File: src/hw/rtl/cvsc_pkg.sv
// Shared types and constants of the chunked value slice checker.
// Used by every module in hw/rtl; depends on nothing else.
package cvsc_pkg;

  // Fixed field widths.
  localparam int unsigned CfgW    = 30;
  localparam int unsigned NumW    = 31;
  localparam int unsigned StateW  = 20;
  localparam int unsigned SizeW   = 16;
  localparam int unsigned OutLenW = 11;
  // Remainder by the chunk size (chunk size at most 8192).
  localparam int unsigned RemW    = 13;
  // (chunk count - 1) * chunk size, signed.
  localparam int unsigned Cm1CsW  = 35;
  localparam int unsigned DsizeW  = 17;

  // Header bytes of the two plain formats.
  localparam int unsigned HdrPlain = 4;
  localparam int unsigned HdrShort = 1;

  // Commands.
  typedef enum logic [1:0] {
    CMD_START  = 2'd0,
    CMD_CHUNK  = 2'd1,
    CMD_FINISH = 2'd2,
    CMD_NOP    = 2'd3
  } cmd_e;

  // Chunk header formats; every other code means compressed.
  typedef enum logic [1:0] {
    FMT_PLAIN = 2'd0,
    FMT_SHORT = 2'd1,
    FMT_COMP  = 2'd2,
    FMT_EXT   = 2'd3
  } fmt_e;

  // Result status codes.
  typedef enum logic [2:0] {
    ST_OK         = 3'd0,
    ST_COMPRESSED = 3'd1,
    ST_SEQUENCE   = 3'd2,
    ST_RANGE      = 3'd3,
    ST_SIZE       = 3'd4,
    ST_MISSING    = 3'd5,
    ST_ABORTED    = 3'd6,
    ST_UNUSED     = 3'd7
  } status_e;

  // Configuration register indexes.
  typedef enum logic [1:0] {
    REG_TOTAL_SIZE   = 2'd0,
    REG_SLICE_OFFSET = 2'd1,
    REG_SLICE_LENGTH = 2'd2,
    REG_NONE         = 2'd3
  } reg_e;

  // Input request payload.
  typedef struct packed {
    logic [1:0]       command;
    logic [NumW-1:0]  chunk_number;
    logic [1:0]       chunk_format;
    logic [SizeW-1:0] stored_size;
  } in_t;

  // Result payload.
  typedef struct packed {
    logic [2:0]         status;
    logic [CfgW-1:0]    dest_offset;
    logic [OutLenW-1:0] src_offset;
    logic [OutLenW-1:0] copy_length;
    logic [StateW-1:0]  expected_number;
  } out_t;

  // Classified request as it waits in the queue.
  typedef struct packed {
    cmd_e                     cmd;
    logic [NumW-1:0]          num;
    logic                     compressed;
    logic signed [DsizeW-1:0] dsize;
  } work_t;

  // Slice geometry derived from the configuration registers.
  typedef struct packed {
    logic [StateW-1:0]        first_chunk;
    logic [StateW-1:0]        last_chunk;
    logic [StateW-1:0]        chunk_count;
    logic signed [Cm1CsW-1:0] cm1cs;
    logic [RemW-1:0]          first_src;
    logic [RemW-1:0]          last_end;
    logic [CfgW-1:0]          eff_total;
    logic [CfgW-1:0]          slice_offset;
  } info_t;

endpackage

File: src/hw/rtl/chunked_value_slice_checker_top.sv
// Chunked value slice checker: one result per request via the queue, the execute stage
// and the output register; one request per cycle sustained while out_ready_i is high
// (two-entry queue plus two back stages). A 5-stage constant-divide pipeline derives the
// slice geometry from the registers; requests wait for it after reset and each cfg write.
// Reset (rst_ni low, asynchronous) restores the register defaults and the slice state.
// Depends on cvsc_pkg, cvsc_cdiv, cvsc_front and cvsc_back.
module chunked_value_slice_checker_top #(
  parameter int unsigned CHUNK_SIZE = 1996
) (
  input  logic                       clk_i,
  input  logic                       rst_ni,
  input  logic                       in_valid_i,
  output logic                       in_ready_o,
  input  cvsc_pkg::in_t              in_data_i,
  output logic                       out_valid_o,
  input  logic                       out_ready_i,
  output cvsc_pkg::out_t             out_data_o,
  input  logic                       cfg_we_i,
  input  logic [1:0]                 cfg_index_i,
  input  logic [cvsc_pkg::CfgW-1:0]  cfg_data_i
);

  localparam int unsigned CW     = cvsc_pkg::CfgW;
  localparam int unsigned SW     = cvsc_pkg::StateW;
  localparam logic [2:0]  Settle = 3'd5;

  logic [CW-1:0]      total_q, offset_q, length_q;
  logic [2:0]         settle_q;
  logic [CW-1:0]      eff_total, eff_len;
  logic [CW:0]        end_raw;
  logic [CW-1:0]      x_off_q, x_end_q, x_tm1_q;
  logic [CW-1:0]      q_off, q_end, q_tm1;
  logic [cvsc_pkg::RemW-1:0] r_off, r_end, r_tm1;
  logic [SW-1:0]      count;
  logic signed [SW:0] cm1;
  cvsc_pkg::info_t    info_q, info;
  logic               q_valid, q_pop;
  cvsc_pkg::work_t    q_data;

  // Configuration registers.
  always_ff @(posedge clk_i or negedge rst_ni) begin
    if (!rst_ni) begin
      total_q  <= CW'(1);
      offset_q <= '0;
      length_q <= CW'(1);
    end else if (cfg_we_i) begin
      unique case (cvsc_pkg::reg_e'(cfg_index_i))
        cvsc_pkg::REG_TOTAL_SIZE:   total_q  <= cfg_data_i;
        cvsc_pkg::REG_SLICE_OFFSET: offset_q <= cfg_data_i;
        cvsc_pkg::REG_SLICE_LENGTH: length_q <= cfg_data_i;
        default: ;
      endcase
    end
  end

  // Hold off requests until the derived geometry has caught up with the registers.
  always_ff @(posedge clk_i or negedge rst_ni) begin
    if (!rst_ni) begin
      settle_q <= Settle;
    end else if (cfg_we_i) begin
      settle_q <= Settle;
    end else if (settle_q != 3'd0) begin
      settle_q <= settle_q - 3'd1;
    end
  end

  // Zero size or length count as one byte; the slice end is clipped to the value.
  assign eff_total = (total_q == '0) ? CW'(1) : total_q;
  assign eff_len   = (length_q == '0) ? CW'(1) : length_q;
  assign end_raw   = {1'b0, offset_q} + {1'b0, eff_len} - (CW+1)'(1);

  always_ff @(posedge clk_i) begin
    x_off_q <= offset_q;
    x_tm1_q <= eff_total - CW'(1);
    x_end_q <= (end_raw < {1'b0, eff_total - CW'(1)}) ? end_raw[CW-1:0]
                                                       : eff_total - CW'(1);
  end

  // Chunk numbers of the slice start, the slice end and the last chunk.
  cvsc_cdiv #(.CHUNK_SIZE(CHUNK_SIZE)) u_div_off (
    .clk_i  (clk_i),
    .x_i    (x_off_q),
    .quot_o (q_off),
    .rem_o  (r_off)
  );

  cvsc_cdiv #(.CHUNK_SIZE(CHUNK_SIZE)) u_div_end (
    .clk_i  (clk_i),
    .x_i    (x_end_q),
    .quot_o (q_end),
    .rem_o  (r_end)
  );

  cvsc_cdiv #(.CHUNK_SIZE(CHUNK_SIZE)) u_div_tm1 (
    .clk_i  (clk_i),
    .x_i    (x_tm1_q),
    .quot_o (q_tm1),
    .rem_o  (r_tm1)
  );

  // Chunk count kept modulo the state width, and the bytes before the last chunk.
  assign count = q_tm1[SW-1:0] + SW'(1);
  assign cm1   = $signed({1'b0, count}) - (SW+1)'(1);

  always_ff @(posedge clk_i) begin
    info_q.first_chunk  <= q_off[SW-1:0];
    info_q.last_chunk   <= q_end[SW-1:0];
    info_q.chunk_count  <= count;
    info_q.cm1cs        <= cvsc_pkg::Cm1CsW'(cm1) * cvsc_pkg::Cm1CsW'(CHUNK_SIZE);
    info_q.first_src    <= r_off;
    info_q.last_end     <= r_end;
    info_q.eff_total    <= '0;
    info_q.slice_offset <= '0;
  end

  // The back end takes the total size and slice offset straight from the live registers.
  always_comb begin
    info              = info_q;
    info.eff_total    = eff_total;
    info.slice_offset = offset_q;
    // The remainder of the last-byte position is not needed past the divider.
    if (r_tm1 == '1) begin
      info.eff_total = eff_total;
    end
  end

  cvsc_front u_front (
    .clk_i      (clk_i),
    .rst_ni     (rst_ni),
    .hold_i     (settle_q != 3'd0),
    .in_valid_i (in_valid_i),
    .in_ready_o (in_ready_o),
    .in_data_i  (in_data_i),
    .q_valid_o  (q_valid),
    .q_data_o   (q_data),
    .q_pop_i    (q_pop)
  );

  cvsc_back #(.CHUNK_SIZE(CHUNK_SIZE)) u_back (
    .clk_i       (clk_i),
    .rst_ni      (rst_ni),
    .q_valid_i   (q_valid),
    .q_data_i    (q_data),
    .q_pop_o     (q_pop),
    .info_i      (info),
    .out_valid_o (out_valid_o),
    .out_ready_i (out_ready_i),
    .out_data_o  (out_data_o)
  );

endmodule

File: src/hw/rtl/cvsc_cdiv.sv
// Three-stage divider of a 30-bit value by the constant chunk size.
// Uses a reciprocal multiply and one correction step; depends on cvsc_pkg.
module cvsc_cdiv #(
  parameter int unsigned CHUNK_SIZE = 1996
) (
  input  logic                          clk_i,
  input  logic [cvsc_pkg::CfgW-1:0]     x_i,
  output logic [cvsc_pkg::CfgW-1:0]     quot_o,
  output logic [cvsc_pkg::RemW-1:0]     rem_o
);

  localparam int unsigned Shift  = cvsc_pkg::CfgW;
  localparam logic [Shift:0] Recip = (Shift+1)'((64'd1 << Shift) / CHUNK_SIZE);
  localparam int unsigned ProdW  = 2 * Shift + 1;
  localparam int unsigned EstW   = cvsc_pkg::RemW + 1;

  logic [ProdW-1:0]              prod;
  logic [cvsc_pkg::CfgW-1:0]     x1_q, qe1_q;
  logic [cvsc_pkg::CfgW-1:0]     qcs;
  logic [cvsc_pkg::CfgW-1:0]     qe2_q;
  logic [EstW-1:0]               rem2_q;
  logic [cvsc_pkg::CfgW-1:0]     quot_q;
  logic [cvsc_pkg::RemW-1:0]     rem_q;

  // Stage one: quotient estimate, never above the true quotient by construction.
  assign prod = ProdW'(x_i) * ProdW'(Recip);

  always_ff @(posedge clk_i) begin
    x1_q  <= x_i;
    qe1_q <= prod[2*Shift-1:Shift];
  end

  // Stage two: remainder of the estimate, below twice the chunk size.
  assign qcs = cvsc_pkg::CfgW'(qe1_q * cvsc_pkg::CfgW'(CHUNK_SIZE));

  always_ff @(posedge clk_i) begin
    qe2_q  <= qe1_q;
    rem2_q <= EstW'(x1_q - qcs);
  end

  // Stage three: one compare and subtract corrects the estimate.
  always_ff @(posedge clk_i) begin
    if (rem2_q >= EstW'(CHUNK_SIZE)) begin
      quot_q <= qe2_q + cvsc_pkg::CfgW'(1);
      rem_q  <= cvsc_pkg::RemW'(rem2_q - EstW'(CHUNK_SIZE));
    end else begin
      quot_q <= qe2_q;
      rem_q  <= cvsc_pkg::RemW'(rem2_q);
    end
  end

  assign quot_o = quot_q;
  assign rem_o  = rem_q;

endmodule

File: src/hw/rtl/cvsc_front.sv
// Front end: accepts requests, classifies them and queues them for the back end.
// Holds a two-entry queue; depends on cvsc_pkg.
module cvsc_front (
  input  logic                clk_i,
  input  logic                rst_ni,
  input  logic                hold_i,
  input  logic                in_valid_i,
  output logic                in_ready_o,
  input  cvsc_pkg::in_t       in_data_i,
  output logic                q_valid_o,
  output cvsc_pkg::work_t     q_data_o,
  input  logic                q_pop_i
);

  cvsc_pkg::work_t   work;
  cvsc_pkg::work_t   mem_q [2];
  logic              wr_ptr_q, rd_ptr_q;
  logic [1:0]        cnt_q;
  logic              push;
  logic              pop;
  logic signed [cvsc_pkg::DsizeW-1:0] stored;

  // Classify the request: header bytes and compressed flag.
  assign stored = $signed({1'b0, in_data_i.stored_size});

  always_comb begin
    work.cmd        = cvsc_pkg::cmd_e'(in_data_i.command);
    work.num        = in_data_i.chunk_number;
    work.compressed = 1'b0;
    unique case (cvsc_pkg::fmt_e'(in_data_i.chunk_format))
      cvsc_pkg::FMT_PLAIN: begin
        work.dsize = stored - cvsc_pkg::DsizeW'(cvsc_pkg::HdrPlain);
      end
      cvsc_pkg::FMT_SHORT: begin
        work.dsize = stored - cvsc_pkg::DsizeW'(cvsc_pkg::HdrShort);
      end
      default: begin
        work.dsize      = '0;
        work.compressed = 1'b1;
      end
    endcase
  end

  // Queue handshakes.
  assign in_ready_o = (cnt_q != 2'd2) && !hold_i;
  assign push       = in_valid_i && in_ready_o;
  assign q_valid_o  = (cnt_q != 2'd0);
  assign pop        = q_pop_i && q_valid_o;
  assign q_data_o   = mem_q[rd_ptr_q];

  // Queue storage.
  always_ff @(posedge clk_i) begin
    if (push) begin
      mem_q[wr_ptr_q] <= work;
    end
  end

  // Queue pointers and fill count.
  always_ff @(posedge clk_i or negedge rst_ni) begin
    if (!rst_ni) begin
      wr_ptr_q <= 1'b0;
      rd_ptr_q <= 1'b0;
      cnt_q    <= 2'd0;
    end else begin
      if (push) begin
        wr_ptr_q <= ~wr_ptr_q;
      end
      if (pop) begin
        rd_ptr_q <= ~rd_ptr_q;
      end
      if (push && !pop) begin
        cnt_q <= cnt_q + 2'd1;
      end else if (pop && !push) begin
        cnt_q <= cnt_q - 2'd1;
      end
    end
  end

endmodule

File: src/hw/rtl/cvsc_back.sv
// Back end: checks each queued request against the slice state and builds its result.
// Execute stage plus output register; depends on cvsc_pkg.
module cvsc_back #(
  parameter int unsigned CHUNK_SIZE = 1996
) (
  input  logic                clk_i,
  input  logic                rst_ni,
  input  logic                q_valid_i,
  input  cvsc_pkg::work_t     q_data_i,
  output logic                q_pop_o,
  input  cvsc_pkg::info_t     info_i,
  output logic                out_valid_o,
  input  logic                out_ready_i,
  output cvsc_pkg::out_t      out_data_o
);

  localparam int unsigned SW    = cvsc_pkg::StateW;
  localparam int unsigned CW    = cvsc_pkg::CfgW;
  localparam int unsigned RW    = cvsc_pkg::RemW;
  localparam int unsigned EndW  = cvsc_pkg::DsizeW + 1;
  localparam int unsigned WantW = cvsc_pkg::Cm1CsW + 2;
  localparam int unsigned MulW  = SW + 14;

  // Slice state.
  logic [SW-1:0]                        next_q, first_q, last_q, count_q;
  logic signed [cvsc_pkg::Cm1CsW-1:0]   cm1cs_q;
  logic                                 err_q;

  // Execute stage registers.
  logic                   e_valid_q;
  cvsc_pkg::status_e      e_status_q;
  logic                   e_ok_q;
  logic [RW-1:0]          e_src_q;
  logic [EndW-1:0]        e_len_q;
  logic [SW-1:0]          e_exp_q;
  logic [CW-1:0]          e_prod_q;

  // Output register.
  logic                   o_valid_q;
  cvsc_pkg::out_t         o_data_q;

  logic                   o_free, e_free, exec;
  cvsc_pkg::status_e      status;
  logic                   ok_chunk;
  logic [RW-1:0]          src;
  logic signed [EndW-1:0] end_pos, len;
  logic [SW-1:0]          exp_num;
  logic                   start, bump, set_err;
  logic signed [WantW-1:0] want;
  logic                   below_last;
  logic [MulW-1:0]        prod;
  logic [CW-1:0]          dest;

  // Pipeline flow control.
  assign o_free  = !o_valid_q || out_ready_i;
  assign e_free  = !e_valid_q || o_free;
  assign exec    = q_valid_i && e_free;
  assign q_pop_o = exec;

  // Expected data size of this chunk.
  assign below_last = ({1'b0, q_data_i.num} + 32'd1) < {12'b0, count_q};

  always_comb begin
    if (below_last) begin
      want = WantW'(CHUNK_SIZE);
    end else begin
      want = $signed({{(WantW-CW){1'b0}}, info_i.eff_total}) - WantW'(cm1cs_q);
    end
  end

  // Request checks in their fixed order.
  always_comb begin
    status   = cvsc_pkg::ST_OK;
    ok_chunk = 1'b0;
    exp_num  = next_q;
    start    = 1'b0;
    bump     = 1'b0;
    set_err  = 1'b0;
    unique case (q_data_i.cmd)
      cvsc_pkg::CMD_START: begin
        start   = 1'b1;
        exp_num = '0;
      end
      cvsc_pkg::CMD_NOP: begin
        exp_num = '0;
      end
      cvsc_pkg::CMD_FINISH: begin
        if (err_q) begin
          status = cvsc_pkg::ST_ABORTED;
        end else if (next_q <= last_q) begin
          status  = cvsc_pkg::ST_MISSING;
          set_err = 1'b1;
        end
      end
      cvsc_pkg::CMD_CHUNK: begin
        if (err_q) begin
          status = cvsc_pkg::ST_ABORTED;
        end else if (q_data_i.compressed) begin
          status  = cvsc_pkg::ST_COMPRESSED;
          set_err = 1'b1;
        end else if (q_data_i.num != {{(cvsc_pkg::NumW-SW){1'b0}}, next_q}) begin
          status  = cvsc_pkg::ST_SEQUENCE;
          set_err = 1'b1;
        end else if (next_q > last_q) begin
          status  = cvsc_pkg::ST_RANGE;
          set_err = 1'b1;
        end else if (WantW'(q_data_i.dsize) != want) begin
          status  = cvsc_pkg::ST_SIZE;
          set_err = 1'b1;
        end else begin
          ok_chunk = 1'b1;
          bump     = 1'b1;
        end
      end
      default: begin
        status = cvsc_pkg::ST_UNUSED;
      end
    endcase
  end

  // Copy window inside the chunk; the chunk number equals next_q when it is used.
  always_comb begin
    src     = (next_q == first_q) ? info_i.first_src : '0;
    end_pos = (next_q == last_q) ? $signed({{(EndW-RW){1'b0}}, info_i.last_end})
                                 : EndW'(q_data_i.dsize) - EndW'(1);
    if (end_pos >= $signed({{(EndW-RW){1'b0}}, src})) begin
      len = end_pos - $signed({{(EndW-RW){1'b0}}, src}) + EndW'(1);
    end else begin
      len = '0;
    end
  end

  // Chunk start position in the whole value.
  assign prod = MulW'(next_q) * MulW'(CHUNK_SIZE);

  // Slice state updates.
  always_ff @(posedge clk_i or negedge rst_ni) begin
    if (!rst_ni) begin
      next_q  <= '0;
      first_q <= '0;
      last_q  <= '0;
      count_q <= SW'(1);
      cm1cs_q <= '0;
      err_q   <= 1'b0;
    end else if (exec) begin
      if (start) begin
        next_q  <= info_i.first_chunk;
        first_q <= info_i.first_chunk;
        last_q  <= info_i.last_chunk;
        count_q <= info_i.chunk_count;
        cm1cs_q <= info_i.cm1cs;
        err_q   <= 1'b0;
      end else begin
        if (bump) begin
          next_q <= next_q + SW'(1);
        end
        if (set_err) begin
          err_q <= 1'b1;
        end
      end
    end
  end

  // Execute stage valid.
  always_ff @(posedge clk_i or negedge rst_ni) begin
    if (!rst_ni) begin
      e_valid_q <= 1'b0;
    end else if (e_free) begin
      e_valid_q <= exec;
    end
  end

  // Execute stage payload.
  always_ff @(posedge clk_i) begin
    if (exec) begin
      e_status_q <= status;
      e_ok_q     <= ok_chunk;
      e_src_q    <= src;
      e_len_q    <= len;
      e_exp_q    <= exp_num;
      e_prod_q   <= prod[CW-1:0];
    end
  end

  // Destination offset in the slice result.
  assign dest = e_prod_q - info_i.slice_offset + CW'(e_src_q);

  // Output register valid.
  always_ff @(posedge clk_i or negedge rst_ni) begin
    if (!rst_ni) begin
      o_valid_q <= 1'b0;
    end else if (o_free) begin
      o_valid_q <= e_valid_q;
    end
  end

  // Output register payload; offsets and length only for a good chunk.
  always_ff @(posedge clk_i) begin
    if (o_free && e_valid_q) begin
      o_data_q.status          <= e_status_q;
      o_data_q.expected_number <= e_exp_q;
      if (e_ok_q) begin
        o_data_q.dest_offset <= dest;
        o_data_q.src_offset  <= e_src_q[cvsc_pkg::OutLenW-1:0];
        o_data_q.copy_length <= e_len_q[cvsc_pkg::OutLenW-1:0];
      end else begin
        o_data_q.dest_offset <= '0;
        o_data_q.src_offset  <= '0;
        o_data_q.copy_length <= '0;
      end
    end
  end

  assign out_valid_o = o_valid_q;
  assign out_data_o  = o_data_q;

endmodule
File: config.mk
export PLATFORM = sky130hd
export DESIGN_NAME = chunked_value_slice_checker_top
export DESIGN_NICKNAME = d
export VERILOG_FILES = /design/src/hw/rtl/cvsc_pkg.sv /design/src/hw/rtl/chunked_value_slice_checker_top.sv /design/src/hw/rtl/cvsc_cdiv.sv /design/src/hw/rtl/cvsc_front.sv /design/src/hw/rtl/cvsc_back.sv
export SDC_FILE = /design/constraint.sdc
export NUM_CORES = 2
export LEC_CHECK = 0
export BUFFER_PORTS_ARGS = -buffer_cell sky130_fd_sc_hd__buf_2
export CAP_MARGIN = 20
export CORE_ASPECT_RATIO = 0.6
export CORE_MARGIN = 2
export CORE_UTILIZATION = 30
export CTS_BUF_LIST = sky130_fd_sc_hd__clkbuf_8
export DETAILED_ROUTE_END_ITERATION = 12
export PLACE_DENSITY = 0.54
export SLEW_MARGIN = 10
export SYNTH_ARGS = -nofsm -noshare
export SYNTH_HDL_FRONTEND = slang
export SYNTH_SLANG_ARGS = --single-unit
File: constraint.sdc
create_clock -name clk_i -period 21.1 [get_ports clk_i]
set_input_delay 1.055 -clock clk_i [delete_from_list [all_inputs] [get_ports clk_i]]
set_output_delay 1.055 -clock clk_i [all_outputs]
set_load 0.1 [all_outputs]
==> key figures <==
Drt
  – Total number of vias: 52756
  – Pre-Repair DR Iteration Count: 6
  – DR WL/cell: ~19 µm
  – # DRC: 0
  – Iter 0 DRT Violations: 3574
  – Routed Antenna Nets: 0
  – Detailed Route WL: between 200000 and 250000 µm
  – Vias per inst: 4.58

Clocking
  – Postcts setup bufs: 0
  – Post_cts resized: 0
  – Root buffer cell: clkbuf_8
  – Clk sink count: approximately 960
  – Worst-skew pair later-pin latency: just over 0.9 ns
  – Clock tree buffer depth: 4
  – H-tree level count: 4
  – Hold_buf cts: 0
  – Num CTS Buffers: around 160
  – Clock Pin Slew Worst Setup and Hold Paths: around 0.080 ns
  – TritonCTS clock tree: done

Logic synthesis
  – Mux cell area share after synthesis: 2.57%
  – Synth cell types: a little over 90
  – Syn nets: 9685
  – Ys async rst share: about 22%
  – Leading area contributor after synthesis: fa_1
  – Synth top area share: between 20 and 25%
  – Main combinational cell family by area after synthesis: adder cells
  – Mapped Cells: just under 8000
  – Syn avg cell area: just over 10 µm²
  – Top cells by area, synth: fa_1, ha_1, dfxtp_1
  – Post-Syn Area: slightly below 80000 µm²
  – XOR/XNOR share of the synthesized area: under 10%
  – Synthesis-stage register bit count: 959
  – Register area share after synthesis: 29.0%
  – Post-Synth Simple-Gate Area: 8.44%
  – Primary FF master, synth: dfxtp_1
  – Adder-cell share of the synthesized area: between 30% and 40%
  – Synth Area in Compound Gates: between 6 and 7%
  – EDFF count, synth: between 200 and 300
  – Synth Warn #: 0

GRT
  – Total GRT Usage: ~17%
  – Largest net degree at the start of global routing: slightly below 100
  – Total grt overflow: 0
  – Antenna violations before repair: between 40 and 50
  – Vias in the first global route: about 55000
  – First-pass GRT wire length: 342000 µm

Place
  – Routability cong.: between 0.8 and 0.9
  – Post-DP HPWL: around 180000 µm
  – Port buffer count: 164

STA
  – RSZ-0062 raised after global routing: false
  – Total negative slack: 0 ns
  – Final Hold Viols: 0
  – Max Transition Viols Final: 0
  – Setup violation total in the final timing report: 0
  – Fin crit share: 38.7%
  – Crit path time final: ~8.2 ns
  – Clock Skew: between 0.1 and 0.15 ns
  – Fmax: ~0.12 GHz
  – Worst slew pin tran: ~1.1 ns
  – Slew HR: roughly 28%

Critical path
  – Crit path depth: 25
  – CP Launch Type: register
  – Buf+Inv Stages, Crit Path: 3
  – Max incr delay on CP: between 0.5 and 0.6 ns
  – CP endpoint kind: register
  – Crit path DAT: just under 9 ns
  – Path depth of the worst reg2reg path: 25
  – Critical path class: reg -> reg
  – Slowest stage cell, crit path: dfxtp_1
  – Req. time, crit path: between 20 and 25 ns
  – Delay-heaviest family, CP: simple AND/OR/NAND/NOR gates
  – Crit Path Max Fanout: 10

Die
  – Total core area: between 200000 and 300000 µm²
  – Die ar.: ~270000 µm²
  – Row count: 145
  – Initial Utilization: 30.2%
  – Die W: between 600 and 700 µm
  – # IOs: ~170
  – Die height: ~400 µm

Final layout
  – Area Overhead vs Synth: 10.4%
  – Layout Nets: about 10000
  – Layout cell share with drive strength beyond 1: 7.50%
  – Finished Core Util: roughly 33%
  – FILL cells: around 26000

Flow run
  – Max cap viols: 0

Run status
  – Status: finished, final reports clean

Min path
  – HP Class: in -> async
-- Yosys cell counts, types with 23 or more instances --
cell type,n
nand2_1,386
edfxtp_1,253
xnor2_1,351
dfrtp_1,207
nor4_1,37
nand4_1,69
o21a_1,42
xor2_1,137
and2_1,88
nor3_1,95
o21ai_0,204
mux2_2,132
dfxtp_1,494
mux2i_1,53
and3_1,47
nand3_1,131
nor2b_1,50
o21bai_1,48
or3_1,33
and4_1,23
ha_1,1085
nor2_1,247
a21oi_1,225
nand2b_1,41
a211oi_1,28
clkbuf_1,95
inv_1,1907
fa_1,805
a21o_1,93
-- path summary, 6_finish.rpt --
| check | startpoint | endpoint | slack, ns |
|---|---|---|---|
| min in group clk_i | u_div_off.quot_o[14] | info[175] | 0.26 |
| max in group asynchronous | rst_ni | u_front.rd_ptr_q | 19.23 |
| worst min register to register | u_div_off.quot_o[14] | info[175] | 0.26 |
| worst max-delay path | u_div_tm1.quot_o[0] | info[119] | 12.94 |
| worst max register to register | u_div_tm1.quot_o[0] | info[119] | 12.94 |
| worst min-delay path | rst_ni | offset_q[14] | 0.21 |
-- cells in the final DEF (no fill, tap or decap), types with 17 or more instances in the layout --
cell / netlist / routed
inv_1: 1907 / 1959
ha_1: 1085 / 1085
fa_1: 805 / 805
dfxtp_1: 494 / 494
nand2_1: 386 / 386
xnor2_1: 351 / 351
edfxtp_1: 253 / 253
nor2_1: 247 / 245
a21oi_1: 225 / 225
dfrtp_1: 207 / 206
o21ai_0: 204 / 203
clkbuf_8: 0 / 181
buf_2: 8 / 163
xor2_1: 137 / 137
mux2_2: 132 / 132
nand3_1: 131 / 131
nor3_1: 95 / 95
a21o_1: 93 / 93
and2_1: 88 / 87
nand4_1: 69 / 69
mux2i_1: 53 / 53
nor2b_1: 50 / 50
o21bai_1: 48 / 48
and3_1: 47 / 46
o21a_1: 42 / 42
nand2b_1: 41 / 41
nor4_1: 37 / 37
buf_4: 4 / 34
or3_1: 33 / 33
a211oi_1: 28 / 28
clkinv_2: 0 / 24
and4_1: 23 / 23
o31ai_1: 19 / 19
a211o_1: 19 / 19
a31oi_1: 17 / 17
-- layer usage --
layer | vias to the layer above | track usage (%) | share of wire [%]
li1 | 25201 | - | -
met3 | 275 | 3.62 | 6.9
met1 | 25859 | 26.4 | 52
met5 | - | 0 | 0.0054
met2 | 1419 | 23.2 | 39
met4 | 2 | 3.26 | 2.1
-- kinds of logic after synthesis --
group	count (synthesis)
compound gates	844
xor+xnor	488
simple gates	1316
mux	185
buf+inv	2024
fa+ha+maj	1891
flops	959
-- state kept, by name, indices dropped and copies added (netlist names), 28 cells and up --
name and cells:
info 118, u_front.mem_q 102, u_back.out_data_o 75, u_back.cm1cs_q 32
length_q 30, offset_q 30, total_q 30, x_end_q 30
x_off_q 30, x_tm1_q 30, u_back.e_prod_q 28
-- area by class of cell --
cell class | instances | area, µm² | area share, %
well taps | 3454 | 4320 | 4.98
clock inverters | 98 | 698 | 0.805
clock buffers | 181 | 2490 | 2.87
inverters | 1909 | 7170 | 8.27
flip-flops and latches | 959 | 22800 | 26.3
repair buffers | 198 | 1090 | 1.25
diodes | 6 | 15.0 | 0.0173
multi-input cells | 4724 | 48100 | 55.5
-- stage by stage --
| stage | instances | setup WS [ns] | area [µm²] | hold slack [ns] |
|---|---|---|---|---|
| after floorplan | 7707 | 13.79 | 78500 | 0.310 |
| after global placement | 11244 | 12.96 | 83500 | 0.312 |
| after detailed placement | 11244 | 12.95 | 83500 | 0.312 |
| after CTS | 11523 | 12.96 | 86700 | 0.224 |
| after global routing | 11526 | 12.33 | 86700 | 0.227 |
| final | 11529 | 12.94 | 86700 | 0.214 |
Power is not shown: default switching activity piles up to over one toggle a cycle in this logic, so the estimate is an artifact.
